--- src/hdl/u8d_pkg.sv ---
package u8d_pkg;

	// byte classes and limits
	localparam logic [7:0] AsciiLimit = 8'h80;
	localparam logic [7:0] LeadMin    = 8'hC2;
	localparam logic [7:0] Lead3      = 8'hE0;
	localparam logic [7:0] Lead4      = 8'hF0;
	localparam logic [7:0] LeadF4     = 8'hF4;
	localparam logic [7:0] LeadLimit  = 8'hF5;
	localparam logic [7:0] ContMask   = 8'hC0;
	localparam logic [7:0] ContTag    = 8'h80;
	localparam logic [7:0] E0SecMin   = 8'hA0;
	localparam logic [7:0] F0SecMin   = 8'h90;
	localparam logic [7:0] F4SecLimit = 8'h90;
	localparam logic [7:0] EscHigh    = 8'hDC;

	localparam int CpW        = 21;
	localparam int JobSlots   = 4;
	localparam int CntW       = $clog2(JobSlots + 1);
	localparam int QueueDepth = 4;
	localparam int QPtrW      = $clog2(QueueDepth);
	localparam int QLvlW      = $clog2(QueueDepth + 1);

	// one result word
	typedef struct packed {
		logic [CpW-1:0] cp;
		logic           esc;
	} ent_t;

	// all results caused by one input byte
	typedef struct packed {
		ent_t [JobSlots-1:0] ent;
		logic [CntW-1:0]     cnt;
	} job_t;

	typedef struct packed {
		logic full;
		logic empty;
	} q_status_t;

	// escape word for an invalid byte: 0xDC00 + byte
	function automatic ent_t esc_ent(input logic [7:0] b);
		ent_t e;
		e.cp  = {5'b0, EscHigh, b};
		e.esc = 1'b1;
		return e;
	endfunction

endpackage

--- src/hdl/u8d_front.sv ---
module u8d_front import u8d_pkg::*; (
	input  logic       clk,
	input  logic       arst_n,
	input  logic       in_valid,
	input  logic [7:0] in_byte,
	input  logic       in_end,
	input  q_status_t  q_stat,
	output logic       in_ready,
	output logic       push,
	output job_t       job
);

	logic [7:0] lead_q, second_q, third_q;
	logic [1:0] held_q;
	logic [2:0] len_q;

	logic [7:0] lead_d, second_d, third_d;
	logic [1:0] held_d;
	logic [2:0] len_d;

	logic       accept;
	logic       cont_ok;
	logic       rule_bad;
	logic [CpW-1:0] seq_cp;

	assign in_ready = !q_stat.full;
	assign accept   = in_valid && in_ready;
	assign push     = accept && (job.cnt != '0);

	// continuation check, with the second-byte range rules
	always_comb begin
		rule_bad = 1'b0;
		if (held_q == 2'd1) begin
			if (lead_q == Lead3  && in_byte <  E0SecMin)   rule_bad = 1'b1;
			if (lead_q == Lead4  && in_byte <  F0SecMin)   rule_bad = 1'b1;
			if (lead_q == LeadF4 && in_byte >= F4SecLimit) rule_bad = 1'b1;
		end
		cont_ok = ((in_byte & ContMask) == ContTag) && !rule_bad;
	end

	// assemble the code point of a completed sequence
	always_comb begin
		case (len_q)
			3'd2:    seq_cp = {10'b0, lead_q[4:0], in_byte[5:0]};
			3'd3:    seq_cp = {5'b0, lead_q[3:0], second_q[5:0], in_byte[5:0]};
			default: seq_cp = {lead_q[2:0], second_q[5:0], third_q[5:0], in_byte[5:0]};
		endcase
	end

	// build the result list and the next held state
	always_comb begin
		logic [CntW-1:0] n;
		logic            do_start;
		job      = '0;
		n        = '0;
		do_start = 1'b0;
		lead_d   = lead_q;
		second_d = second_q;
		third_d  = third_q;
		held_d   = held_q;
		len_d    = len_q;

		if (held_q == 2'd0) begin
			do_start = 1'b1;
		end else if (!cont_ok) begin
			// drop the pending sequence as escapes, then retry the byte as a fresh start
			job.ent[n[1:0]] = esc_ent(lead_q);
			n = n + 1'b1;
			if (held_q >= 2'd2) begin
				job.ent[n[1:0]] = esc_ent(second_q);
				n = n + 1'b1;
			end
			if (held_q == 2'd3) begin
				job.ent[n[1:0]] = esc_ent(third_q);
				n = n + 1'b1;
			end
			lead_d   = '0;
			second_d = '0;
			third_d  = '0;
			held_d   = '0;
			len_d    = '0;
			do_start = 1'b1;
		end else if ({1'b0, held_q} + 3'd1 < len_q) begin
			if (held_q == 2'd1) begin
				second_d = in_byte;
			end else begin
				third_d = in_byte;
			end
			held_d = held_q + 2'd1;
		end else begin
			job.ent[n[1:0]].cp  = seq_cp;
			job.ent[n[1:0]].esc = 1'b0;
			n = n + 1'b1;
			lead_d   = '0;
			second_d = '0;
			third_d  = '0;
			held_d   = '0;
			len_d    = '0;
		end

		if (do_start) begin
			if (in_byte < AsciiLimit) begin
				job.ent[n[1:0]].cp  = {13'b0, in_byte};
				job.ent[n[1:0]].esc = 1'b0;
				n = n + 1'b1;
			end else if (in_byte < LeadMin || in_byte >= LeadLimit) begin
				job.ent[n[1:0]] = esc_ent(in_byte);
				n = n + 1'b1;
			end else begin
				lead_d = in_byte;
				held_d = 2'd1;
				if (in_byte < Lead3) begin
					len_d = 3'd2;
				end else if (in_byte < Lead4) begin
					len_d = 3'd3;
				end else begin
					len_d = 3'd4;
				end
			end
		end

		// end of buffer: flush whatever is still held
		if (in_end && held_d != 2'd0) begin
			job.ent[n[1:0]] = esc_ent(lead_d);
			n = n + 1'b1;
			if (held_d >= 2'd2) begin
				job.ent[n[1:0]] = esc_ent(second_d);
				n = n + 1'b1;
			end
			if (held_d == 2'd3) begin
				job.ent[n[1:0]] = esc_ent(third_d);
				n = n + 1'b1;
			end
			lead_d   = '0;
			second_d = '0;
			third_d  = '0;
			held_d   = '0;
			len_d    = '0;
		end

		job.cnt = n;
	end

	// held sequence state
	always_ff @(posedge clk or negedge arst_n) begin
		if (!arst_n) begin
			lead_q   <= '0;
			second_q <= '0;
			third_q  <= '0;
			held_q   <= '0;
			len_q    <= '0;
		end else if (accept) begin
			lead_q   <= lead_d;
			second_q <= second_d;
			third_q  <= third_d;
			held_q   <= held_d;
			len_q    <= len_d;
		end
	end

	// a held sequence always has a valid length for its fill
	a_len_ok: assert property (@(posedge clk) disable iff (!arst_n)
		held_q != 2'd0 |-> ({1'b0, held_q} < len_q && len_q <= 3'd4))
		else $error("held count does not fit sequence length");

endmodule

--- src/hdl/u8d_queue.sv ---
module u8d_queue import u8d_pkg::*; (
	input  logic      clk,
	input  logic      arst_n,
	input  logic      push,
	input  job_t      push_job,
	input  logic      pop,
	output job_t      head,
	output q_status_t stat
);

	job_t             slots_q [QueueDepth];
	logic [QPtrW-1:0] wr_q, rd_q;
	logic [QLvlW-1:0] level_q;

	assign stat.full  = (level_q == QLvlW'(QueueDepth));
	assign stat.empty = (level_q == '0);
	assign head       = slots_q[rd_q];

	// job storage
	always_ff @(posedge clk) begin
		if (push) begin
			slots_q[wr_q] <= push_job;
		end
	end

	// pointers and fill level
	always_ff @(posedge clk or negedge arst_n) begin
		if (!arst_n) begin
			wr_q    <= '0;
			rd_q    <= '0;
			level_q <= '0;
		end else begin
			if (push) wr_q <= wr_q + 1'b1;
			if (pop)  rd_q <= rd_q + 1'b1;
			case ({push, pop})
				2'b10:   level_q <= level_q + 1'b1;
				2'b01:   level_q <= level_q - 1'b1;
				default: level_q <= level_q;
			endcase
		end
	end

	a_no_overflow: assert property (@(posedge clk) disable iff (!arst_n)
		push |-> (!stat.full || pop))
		else $error("job queue written while full");

	a_no_underflow: assert property (@(posedge clk) disable iff (!arst_n)
		pop |-> !stat.empty)
		else $error("job queue read while empty");

	a_no_empty_job: assert property (@(posedge clk) disable iff (!arst_n)
		push |-> push_job.cnt != '0)
		else $error("empty job queued");

endmodule

--- src/hdl/u8d_back.sv ---
module u8d_back import u8d_pkg::*; (
	input  logic           clk,
	input  logic           arst_n,
	input  job_t           head,
	input  q_status_t      q_stat,
	output logic           pop,
	input  logic           out_ready,
	output logic           out_valid,
	output logic [CpW-1:0] out_cp,
	output logic           out_esc,
	output logic           out_last
);

	logic [1:0] idx_q;
	logic       valid_q;
	logic       load;
	logic       at_last;

	// step through the head job, one word per load
	assign load    = !q_stat.empty && (!valid_q || out_ready);
	assign at_last = ({1'b0, idx_q} + 3'd1) == head.cnt;
	assign pop     = load && at_last;

	always_ff @(posedge clk or negedge arst_n) begin
		if (!arst_n) begin
			valid_q <= 1'b0;
			idx_q   <= '0;
		end else if (load) begin
			valid_q <= 1'b1;
			idx_q   <= at_last ? 2'd0 : idx_q + 2'd1;
		end else if (out_ready) begin
			valid_q <= 1'b0;
		end
	end

	// output word register
	always_ff @(posedge clk) begin
		if (load) begin
			out_cp   <= head.ent[idx_q].cp;
			out_esc  <= head.ent[idx_q].esc;
			out_last <= at_last;
		end
	end

	assign out_valid = valid_q;

	a_idx_in_job: assert property (@(posedge clk) disable iff (!arst_n)
		!q_stat.empty |-> ({1'b0, idx_q} < head.cnt))
		else $error("result index past end of job");

endmodule

--- src/hdl/utf8_stream_decoder_unit.sv ---
// UTF-8 stream decoder. Takes one raw byte per word (tlast marks the last byte of a buffer)
// and gives one code point per output word, with tuser set when the word is an escaped
// invalid byte (0xDC00 + byte) and tlast set on the final word caused by an input byte.
// Bytes that only extend a pending sequence give no output word. Input is taken every
// cycle while the four-entry job queue has room; each input byte produces 0 to 4 words,
// and the output serialiser gives one word per cycle while m_tready is high, so the
// sustained rate is one byte per cycle for valid text. An accepted byte's words pass
// through a job queue slot register and then the output word register.
module utf8_stream_decoder_unit import u8d_pkg::*; (
	input  logic        clk,
	input  logic        arst_n,
	input  logic        s_tvalid,
	output logic        s_tready,
	input  logic [7:0]  s_tdata,   // [7:0] in_byte
	input  logic        s_tlast,   // end_of_input
	output logic        m_tvalid,
	input  logic        m_tready,
	output logic [23:0] m_tdata,   // [20:0] code_point, [23:21] zero
	output logic [0:0]  m_tuser,   // [0] is_escape
	output logic        m_tlast    // last_of_run
);

	job_t           job, head;
	q_status_t      q_stat;
	logic           push, pop;
	logic [CpW-1:0] cp;
	logic           esc;

	u8d_front u_front (
		.clk      (clk),
		.arst_n   (arst_n),
		.in_valid (s_tvalid),
		.in_byte  (s_tdata),
		.in_end   (s_tlast),
		.q_stat   (q_stat),
		.in_ready (s_tready),
		.push     (push),
		.job      (job)
	);

	u8d_queue u_queue (
		.clk      (clk),
		.arst_n   (arst_n),
		.push     (push),
		.push_job (job),
		.pop      (pop),
		.head     (head),
		.stat     (q_stat)
	);

	u8d_back u_back (
		.clk       (clk),
		.arst_n    (arst_n),
		.head      (head),
		.q_stat    (q_stat),
		.pop       (pop),
		.out_ready (m_tready),
		.out_valid (m_tvalid),
		.out_cp    (cp),
		.out_esc   (esc),
		.out_last  (m_tlast)
	);

	assign m_tdata = {3'b0, cp};
	assign m_tuser = esc;

endmodule

--- config.mk ---
export PLATFORM = sky130hd
export DESIGN_NAME = utf8_stream_decoder_unit
export DESIGN_NICKNAME = d
export VERILOG_FILES = /design/src/hdl/u8d_pkg.sv /design/src/hdl/u8d_front.sv /design/src/hdl/u8d_queue.sv /design/src/hdl/u8d_back.sv /design/src/hdl/utf8_stream_decoder_unit.sv
export SDC_FILE = /design/constraint.sdc
export NUM_CORES = 1
export LEC_CHECK = 0
export BUFFER_PORTS_ARGS = -buffer_cell sky130_fd_sc_hd__buf_2
export CAP_MARGIN = 15
export CORE_MARGIN = 1.5
export CORE_UTILIZATION = 55
export DETAILED_ROUTE_END_ITERATION = 10
export HOLD_SLACK_MARGIN = 0.08
export PLACE_DENSITY_LB_ADDON = 0.1
export SLEW_MARGIN = 20
export SYNTH_ARGS = -nofsm -noshare
export SYNTH_HDL_FRONTEND = slang
export SYNTH_SLANG_ARGS = --single-unit
--- constraint.sdc ---
create_clock -name clk -period 9 [get_ports clk]
set_clock_uncertainty 0.2 [all_clocks]
set_input_delay 1.8 -clock clk [delete_from_list [all_inputs] [get_ports clk]]
set_output_delay 1.8 -clock clk [all_outputs]
set_load 0.02 [all_outputs]
# Yosys cells after proc, flatten, opt, wreduce, memory -nomap -nowiden
# Memory sizes are Yosys's and may differ from the RTL's.
# Cells that the tools add are included.
[op_classes]
addsub = 13
magnitude_cmp = 22
n_eq_ne = 13
reduce_logical = 26
muxes = 98
[op_table]
columns = ["operator", "count"]
rows = [
  ["$mux 88", 9],
  ["$bwmux 88", 7],
  ["$demux 22 s2", 7],
  ["$mux 22", 11],
  ["$mux 8", 17],
  ["$mux 66", 1],
  ["$mux 3", 21],
  ["$lt 8x8->1 const B", 6],
  ["$bmux 22 s2", 1],
  ["$pmux 21 s2", 1],
  ["$eq 8x8->1 const B", 3],
  ["$add 3x1->3 const B", 6],
  ["$lt 2x3->1 const B", 6],
  ["$mux 2", 9],
  ["$mux 17", 1],
  ["$ge 8x8->1 const B", 2],
  ["$logic_and 1x1->1", 14],
  ["$mux 1", 12],
  ["$ge 2x1->1 const B", 5],
  ["$add 2x1->2 const B", 4],
  ["$eq 2x2->1 const B", 4],
  ["$add 2x1->3 const B", 2],
  ["$eq 3x2->1 const B", 2],
  ["$pmux 3 s2", 1],
  ["12 further kinds", 20],
]
[totals]
inputBits = 13
mem_count = 1
output_inout_bits = 28
ram_bits = 364
elab_cells = 186
reg_bits = 62
[mem_list]
columns = ["name", "words", "width", "rd", "rd_clocked_by_memory_dff", "write_ports", "line_no", "source"]
rows = [
  ["u_queue.slots_q", 4, 91, 1, 0, 1, "u8d_queue.sv:11", "job_t slots_q [QueueDepth];"],
]

# Logic depth before layout (Yosys ltp)
# Gate-level depths: netlist of run 1.
[depth]
ltp_word = 29
ltp_mapped = 29
depth_no_buf = 28

# By module
# From an unflattened synthesis of run 1, not the netlist that was laid out.
[hier_totals]
hier_cells = 1227
area_unflattened_um2 = 19541.2
[modules_own_cells]
columns = ["mod", "n_inst", "area_per_inst_um2", "cells_per_inst", "seq_area_each_um2"]
rows = [
  ["u8d_queue", 1, 13528.0, 512, 11105.7],
  ["u8d_front", 1, 4528.1, 644, 725.7],
  ["u8d_back", 1, 1458.9, 67, 765.7],
  ["utf8_stream_decoder_unit", 1, 26.3, 4, 0.0],
]

# Worst setup path after synthesis of run 1
# OpenSTA, ideal clock, no wires.
[synth_path]
path_kind = "input-to-reg"
from = "in s_tdata[4]"
to = "mem u_queue.slots_q[0][0] (netlist bit) (enable)"
setup_ns = 0.415
cell_stages = 21
setup_slack_ns = 1.215
arrival_time_ns = 7.170
cell_sequence = "a211o_1 a2111oi_4 buf_2 nor3_1 or2_2 ha_1 o21ai_0 o22ai_1 inv_1 ha_1 clkbuf_1 nor2_1 o21ai_0 ha_1 nand2b_1 o31ai_1 a311oi_1 xor2_1 or3_4 a31oi_4 and2_1"
[synth_via]
elab_chain_cells = 25
[synth_rtl]
columns = ["item", "line_no", "source"]
rows = [
  ["start, declared", "utf8_stream_decoder_unit.sv:14", "input logic [7:0] s_tdata,"],
  ["$lt 8x8->1", "u8d_front.sv:34", "if (lead_q == Lead3 && in_byte < E0SecMin) rule_bad = 1'b1;"],
  ["$logic_and 1x1->1", "u8d_front.sv:34", ""],
  ["$mux 1", "u8d_front.sv:34", ""],
  ["$mux 1", "u8d_front.sv:35", "if (lead_q == Lead4 && in_byte < F0SecMin) rule_bad = 1'b1;"],
  ["$mux 1", "u8d_front.sv:36", "if (lead_q == LeadF4 && in_byte >= F4SecLimit) rule_bad = 1'b1;"],
  ["$mux 1", "u8d_front.sv:33", "if (held_q == 2'd1) begin"],
  ["$logic_not 1->1", "u8d_front.sv:38", "cont_ok = ((in_byte & ContMask) == ContTag) && !rule_bad;"],
  ["$logic_and 1x1->1", "u8d_front.sv:38", ""],
  ["[9 not listed]", "n/a", ""],
  ["$mux 3", "u8d_front.sv:123", "if (in_end && held_d != 2'd0) begin"],
  ["$add 3x1->3", "u8d_front.sv:132", "n = n + 1'b1;"],
  ["$mux 3", "u8d_front.sv:130", "if (held_d == 2'd3) begin"],
  ["$mux 3 (*)", "u8d_front.sv:123", ""],
  ["$reduce_bool 3->1 (*)", "u8d_front.sv:28", "assign push = accept && (job.cnt != '0);"],
  ["$logic_and 1x1->1 (*)", "u8d_front.sv:28", ""],
  ["$mux 1 (*)", "u8d_queue.sv:21", "if (push) begin"],
  ["$mux 1 (not written as such) (*)", "u8d_queue.sv:22", "slots_q[wr_q] <= push_job;"],
  ["end, declared", "u8d_queue.sv:11", ""],
]
# Mark *: on every way between the ends. The rest lies on a longest branch, timed or not. The select of a mux whose other input is x is not followed.

# Final worst setup path of run 1
[layout_path]
from = "in s_tdata[5]"
to = "mem u_queue.slots_q[2][77] (netlist bit) (enable)"
# The elaborated chain is that of the path after synthesis.

==> flow_summary_export.csv, run 1 <==
group,metric,value,unit
worst_hold_path,hold_path_end,"u_back.out_valid",
detailed_routing,drt-vias-per-instance,6.68,
finish,syn_to_final_growth,10.7,%
yosys,synth-simple-area-share,0.0775,
floorplanning,die_width,158,um
sta,maxSlewViolCount,0,
floorplanning,pin_count,41,
floorplanning,core_region_area,23500,sq um
yosys,synth_top_area_cell,"edfxtp_1",
worst_setup_path,critPathLaunchType,"primary input",
worst_setup_path,crit-reg2reg-capture,"u_queue.slots_q[2][77]",
floorplanning,rows,56,
power,p_total,4.65,mW
worst_setup_path,ff2ff_path_depth,22,
floorplanning,start_util,0.562,
sta,layout_min_cycle_time,7.44,ns
clocking,tritoncts.num_buffers,27,
flow_run,drv_cap,0,
worst_hold_path,hold_path_class,"flip-flop to flip-flop",
yosys,synth_top_family_by_area,"compound AO/OA/AOI/OAI gates",
sta,whs,0.288,ns
detailed_routing,dr.pass1.iters,6,
yosys,yosysTopAreaCellShare,0.526,
yosys,synth_adder_area_share,0.0271,
floorplanning,die-area,24900,sq um
worst_setup_path,arrival,7.46,ns
power,p_per_area,319,nW/um^2
finish,final_net_count,1045,
outcome,status,"completed",
yosys,synth_mux_area_frac,0.114,
finish,antenna_cells,0,
worst_setup_path,r2r-start,"u_front.held_q[1]",
worst_setup_path,required,9.02,ns
yosys,synth_area_per_cell,13.5,sq um
yosys,ys_seq_area_frac,0.600,
sta,fmax,134,MHz
clocking,clkLatencyLatePin,0.53,ns
yosys,synthTopCellsByArea,"edfxtp_1 53%, mux4_2 10%, dfrtp_1 7.4%, a21oi_1 2.8%, ha_1 2.6%",
detailed_routing,route.detailed.drc,0,
global_route,grt_max_degree,54,
clocking,postCtsSetupRepairBufs,0,
sta,setup_viol,0,
sta,worst_pin_slew,1.06,ns
global_route,groute.usage.overall,0.296,
worst_setup_path,path_class,"primary input to flip-flop",
clocking,clock_sinks,270,
finish,layoutNonFillerInstCount,1344,
global_route,grt.overflow.total,0,
detailed_routing,wl,35700,um
yosys,synthCells,979,
global_route,grt_pass1_wl,53900,um
yosys,synthTopCellsByCount,"231 x edfxtp_1, 78 x nand2_1, 74 x a21oi_1, 63 x o21ai_0, 60 x mux4_2",
yosys,syn_area,13200,sq um
detailed_routing,drtIter0Drc,1008,
worst_setup_path,cp_max_fo,26,
worst_setup_path,critPathLaunch,"s_tdata[5]",
place,dp_slack,1.04,ns
clocking,cts_root_buf,"clkbuf_16",
detailed_routing,vias,8981,
yosys,synthArstFlopShare,0.144,
yosys,synth_xor_area_frac,0.00730,
clocking,hold_buffers,0,
detailed_routing,routedWlPerCell,26.6,um
yosys,synth_seq_cells,270,
place,dp_cells,1294,
sta,rsz0062_at_grt,"false",
detailed_routing,drtAntennaViolNets,0,
clocking,post_cts_resized,0,
worst_setup_path,reg2reg_slack,1.76,ns
yosys,synth_most_common_cell,"edfxtp_1",
sta,hold_viol,0,
yosys,yosysWarnings,0,
yosys,synth_cell_types,70,
clocking,tritoncts,"done",
clocking,htreeDepth,1,
power,ir_drop,0.175,mV
yosys,ys.flop_type,"edfxtp_1",
global_route,antenna_found_initial,0,
sta,max-slew-margin-rel,0.291,
yosys,synth-edff-count,231,
clocking,clk_path_buf_depth,3,
clocking,clkTransAtPathRegs,0.06,ns
worst_hold_path,min_from,"u_back.out_valid",
yosys,synth_compound_area_frac,0.146,
sta,setup_tns,0,ns
sta,fin_ws,1.56,ns
place,port_buffers,37,
sta,post-route-period-util,0.827,
finish,fill_cells,1768,
power,total_leakage_power,5.24,nW
place,hpwl,24100,um
worst_setup_path,worst_setup_path_end_kind,"flip-flop",
finish,drive_gt1_frac,0.174,
worst_hold_path,worstHoldPathCells,2,
floorplanning,die_h,158,um
place,place_congestion,1.05,
global_route,grt_pass1_vias,8644,
## critical path: stages
cell and delay, ns:
buf_2 0.25, o211ai_1 0.22, a2111oi_4 0.37, buf_4 0.26, nor3_1 0.09, or2_2 0.38, ha_1 0.28, o21ai_0 0.07
o22ai_1 0.15, inv_1 0.15, ha_1 0.36, nor2_1 0.09, o21ai_0 0.31, ha_1 0.26, nand2b_1 0.11, o31ai_1 0.07
a311oi_1 0.31, xor2_1 0.13, or3_4 0.42, a31oi_4 0.31, and2_2 0.67, buf_4 0.36
## per-layer routing
layer,track usage,vias up,wire length (um)
li1,-,3891,-
met1,0.427,4474,14800
met2,0.454,503,16300
met3,0.0386,113,2950
met4,0.127,0,1630
met5,0,-,0
## cell type report
| cell class | instances | area, sq um | share of cell area |
|---|---|---|---|
| Clock buffer | 32 | 694 | 0.0476 |
| Clock inverter | 18 | 200 | 0.0137 |
| Inverter | 29 | 109 | 0.00745 |
| Multi-Input combinational cell | 620 | 4940 | 0.338 |
| Sequential cell | 270 | 7920 | 0.542 |
| Tap cell | 319 | 399 | 0.0273 |
| Timing Repair Buffer | 56 | 343 | 0.0235 |
## cell usage in the layout (no fill, tap or decap), types with 12 or more instances in the layout
master       n
buf_4       19
nor3_1      12
nand2_1     78
a22o_1      28
buf_2       36
mux2i_1     13
a22oi_1     12
nand3_1     19
inv_1       26
edfxtp_1   231
o221ai_1    19
a21oi_1     74
ha_1        27
nor2_1      53
and2_1      12
clkbuf_16   27
and3_1      13
o21ai_0     63
dfrtp_1     37
mux4_2      60
## sequential cells by signal (all words and copies together) (netlist names)
register	flops
u_queue.wr_q	2
u_back.idx_q	2
u_queue.level_q	3
u_back.out_last	1
u_front.held_q	2
u_back.out_esc	1
u_front.third_q	8
u_back.out_cp	21
u_front.lead_q	8
u_back.out_valid	1
u_queue.rd_q	2
u_queue.slots_q	208
u_front.len_q	3
u_front.second_q	8
## worst max path at each step
| stage | endpoint | slack (ns) | depth (start not counted) |
|---|---|---|---|
| floorplan | u_queue.slots_q[0][0] | 1.21 | 21 |
| global placement | u_queue.slots_q[3][6] | 1.16 | 21 |
| detailed placement | u_queue.slots_q[2][28] | 1.04 | 22 |
| CTS | u_queue.slots_q[2][72] | 1.60 | 22 |
| global route | u_queue.slots_q[2][72] | 1.16 | 20 |
| finish | u_queue.slots_q[2][77] | 1.56 | 22 |
## kinds of logic after synthesis
kind of cell / count (synthesis)
AO/OA/AOI/OAI: 284
flip-flops: 270
AND/OR/NAND/NOR: 219
buffers and inverters: 91
multiplexers: 75
adder cells (fa/ha/maj): 28
XOR/XNOR: 11
other: 1
## stage by stage
step / util / area, sq um
5_1_grt: 0.622 / 14600
6_report: 0.622 / 14600
3_5_place_dp: 0.584 / 13700
2_1_floorplan: - / 13200
3_3_place_gp: 0.584 / 13700
4_1_cts: 0.622 / 14600
## where the power goes
group          internal [mW]  leakage, nW  switching, mW  total, mW
clock network          0.668        0.436          0.459       1.13
logic                  0.630         2.10          0.965       1.60
registers               1.75         2.70          0.181       1.93
No activity file was read; power rests on OpenSTA's default activity.
==> run 2, diff against run 1 <==
==> constraint.sdc (replaced) <==
create_clock -name clk -period 7.7 [get_ports clk]
set_clock_uncertainty 0.2 [all_clocks]
set_input_delay 1.54 -clock clk [delete_from_list [all_inputs] [get_ports clk]]
set_output_delay 1.54 -clock clk [all_outputs]
set_load 0.02 [all_outputs]
==> flow_summary_export.csv, run 2 (synthesized netlist as in run 1, its figures left out) <==
group,metric,value,unit
outcome,status,"completed",
clocking,cts_root_buf,"clkbuf_16",
sta,layout_min_cycle_time,6.83,ns
detailed_routing,routedWlPerCell,25.5,um
finish,biggestRegsByFlops,"u_queue.slots_q: 208 flops, u_back.out_cp: 21 flops",
sta,maxSlewViolCount,0,
sta,setup_viol,0,
floorplanning,die_h,158,um
global_route,use_met1,0.413,
detailed_routing,drt-vias-per-instance,6.60,
place,hpwl,22900,um
place,dp_slack,0.454,ns
sta,hold_viol,0,
global_route,use_met2,0.443,
detailed_routing,drtIter0Drc,1258,
clocking,tritoncts,"done",
global_route,antenna_found_initial,0,
clocking,post_cts_resized,0,
worst_setup_path,required,7.71,ns
power,p_per_area,366,nW/um^2
clocking,postCtsSetupRepairBufs,0,
detailed_routing,wl,34600,um
power,total_leakage_power,5.28,nW
finish,largest_reg_flops,208,
global_route,grt_max_degree,54,
worst_setup_path,arrival,6.84,ns
global_route,grt_busiest_layer,"met2",
clocking,hold_buffers,0,
detailed_routing,dr.pass1.iters,6,
clocking,htreeDepth,1,
floorplanning,rows,56,
global_route,grt_pass1_vias,8647,
sta,worst_pin_slew,1.28,ns
clocking,tritoncts.num_buffers,28,
floorplanning,start_util,0.562,
finish,antenna_cells,0,
place,port_buffers,37,
sta,max-slew-margin-rel,0.143,
sta,fmax,146,MHz
global_route,grt.overflow.total,0,
floorplanning,die-area,24900,sq um
sta,post-route-period-util,0.888,
worst_setup_path,critPathLaunchType,"flip-flop",
floorplanning,core_region_area,23500,sq um
clocking,clkLatencyLatePin,0.53,ns
global_route,grt_pass1_wl,52800,um
detailed_routing,route.detailed.drc,0,
floorplanning,die_width,158,um
finish,drive_gt1_frac,0.183,
floorplanning,pin_count,41,
sta,fin_ws,0.866,ns
finish,mostFrequentLayoutCells,"231 x edfxtp_1, 78 x nand2_1, 74 x a21oi_1, 63 x o21ai_0, 60 x mux4_2",
power,ir_drop,0.257,mV
global_route,groute.usage.overall,0.289,
worst_hold_path,hold_path_class,"flip-flop to flip-flop",
clocking,clkTransAtPathRegs,0.07,ns
finish,final_net_count,1055,
place,place_congestion,1.05,
flow_run,drv_cap,0,
finish,largest_register,"u_queue.slots_q",
global_route,grt_use_met3,0.0471,
finish,syn_to_final_growth,11.2,%
clocking,clk_path_buf_depth,3,
detailed_routing,drtAntennaViolNets,0,
clocking,clock_sinks,270,
worst_setup_path,cp_max_fo,40,
finish,layout_commonest_cell,"edfxtp_1",
worst_setup_path,path_class,"flip-flop to flip-flop",
sta,setup_tns,0,ns
sta,rsz0062_at_grt,"false",
detailed_routing,vias,8941,
worst_setup_path,worst_setup_path_end_kind,"flip-flop",
finish,final_core_util,0.625,
[run 2: critical path: stages, from the launching register on]
cell and delay [ns]:
dfrtp_1 0.49, inv_1 0.15, ha_1 0.38, ha_1 0.31
nand2_1 0.07, o21ai_1 0.63, nor3_1 0.13, or2_2 0.38
ha_1 0.28, o21ai_0 0.07, o22ai_1 0.15, inv_1 0.18
ha_1 0.29, nor2_1 0.10, o21ai_0 0.33, ha_1 0.26
nand2b_1 0.12, o31ai_1 0.06, a311oi_1 0.30, xor2_1 0.12
or3_4 0.39, a31oi_4 0.34, and2_2 0.45, buf_12 0.29
[run 2: cell type report]
| class | count | area (sq um) |
|---|---|---|
| Fill cell | 1755 | 8810 |
| Sequential cell | 270 | 7920 |
| Multi-Input combinational cell | 620 | 4940 |
| Clock buffer | 36 | 762 |
| Timing Repair Buffer | 65 | 445 |
| Tap cell | 319 | 399 |
| Inverter | 29 | 109 |
| Clock inverter | 15 | 93.8 |
[run 2: worst paths after layout]
path | from | endpoint | slack (ns) | cells after the start
worst max-delay path | u_front.held_q[0] | u_queue.slots_q[3][32] | 0.87 | 23
worst min-delay path | u_back.out_valid | u_back.out_valid | 0.29 | 2
worst max register to register | u_front.held_q[0] | u_queue.slots_q[3][32] | 0.87 | 23
worst min register to register | u_back.out_valid | u_back.out_valid | 0.29 | 2
max in group asynchronous | arst_n | u_queue.rd_q[0] | 5.99 | 2
min in group asynchronous | arst_n | u_front.held_q[1] | 0.87 | 2
[run 2: through the flow]
step           cells  total power, mW  hold WS [ns]  cell area (sq um)
2_1_floorplan    981             3.53         0.264              13200
3_3_place_gp    1303             4.12         0.268              13800
3_5_place_dp    1303             4.14         0.275              13800
4_1_cts         1354             5.39         0.290              14700
5_1_grt         1354             5.65         0.330              14700
6_report        1354             5.37         0.289              14700
[run 2: power breakdown]
part           total, mW  internal, mW  leakage, nW  switching, mW
clock network       1.24         0.700        0.415          0.541
logic               1.88         0.749         2.16           1.13
registers           2.24          2.05         2.70          0.195
[run 2: layer usage]
metal,part of all wire,up-vias
met3,0.093,134
li1,-,3916
met1,0.41,4347
met4,0.046,0
met5,0,-
met2,0.45,544
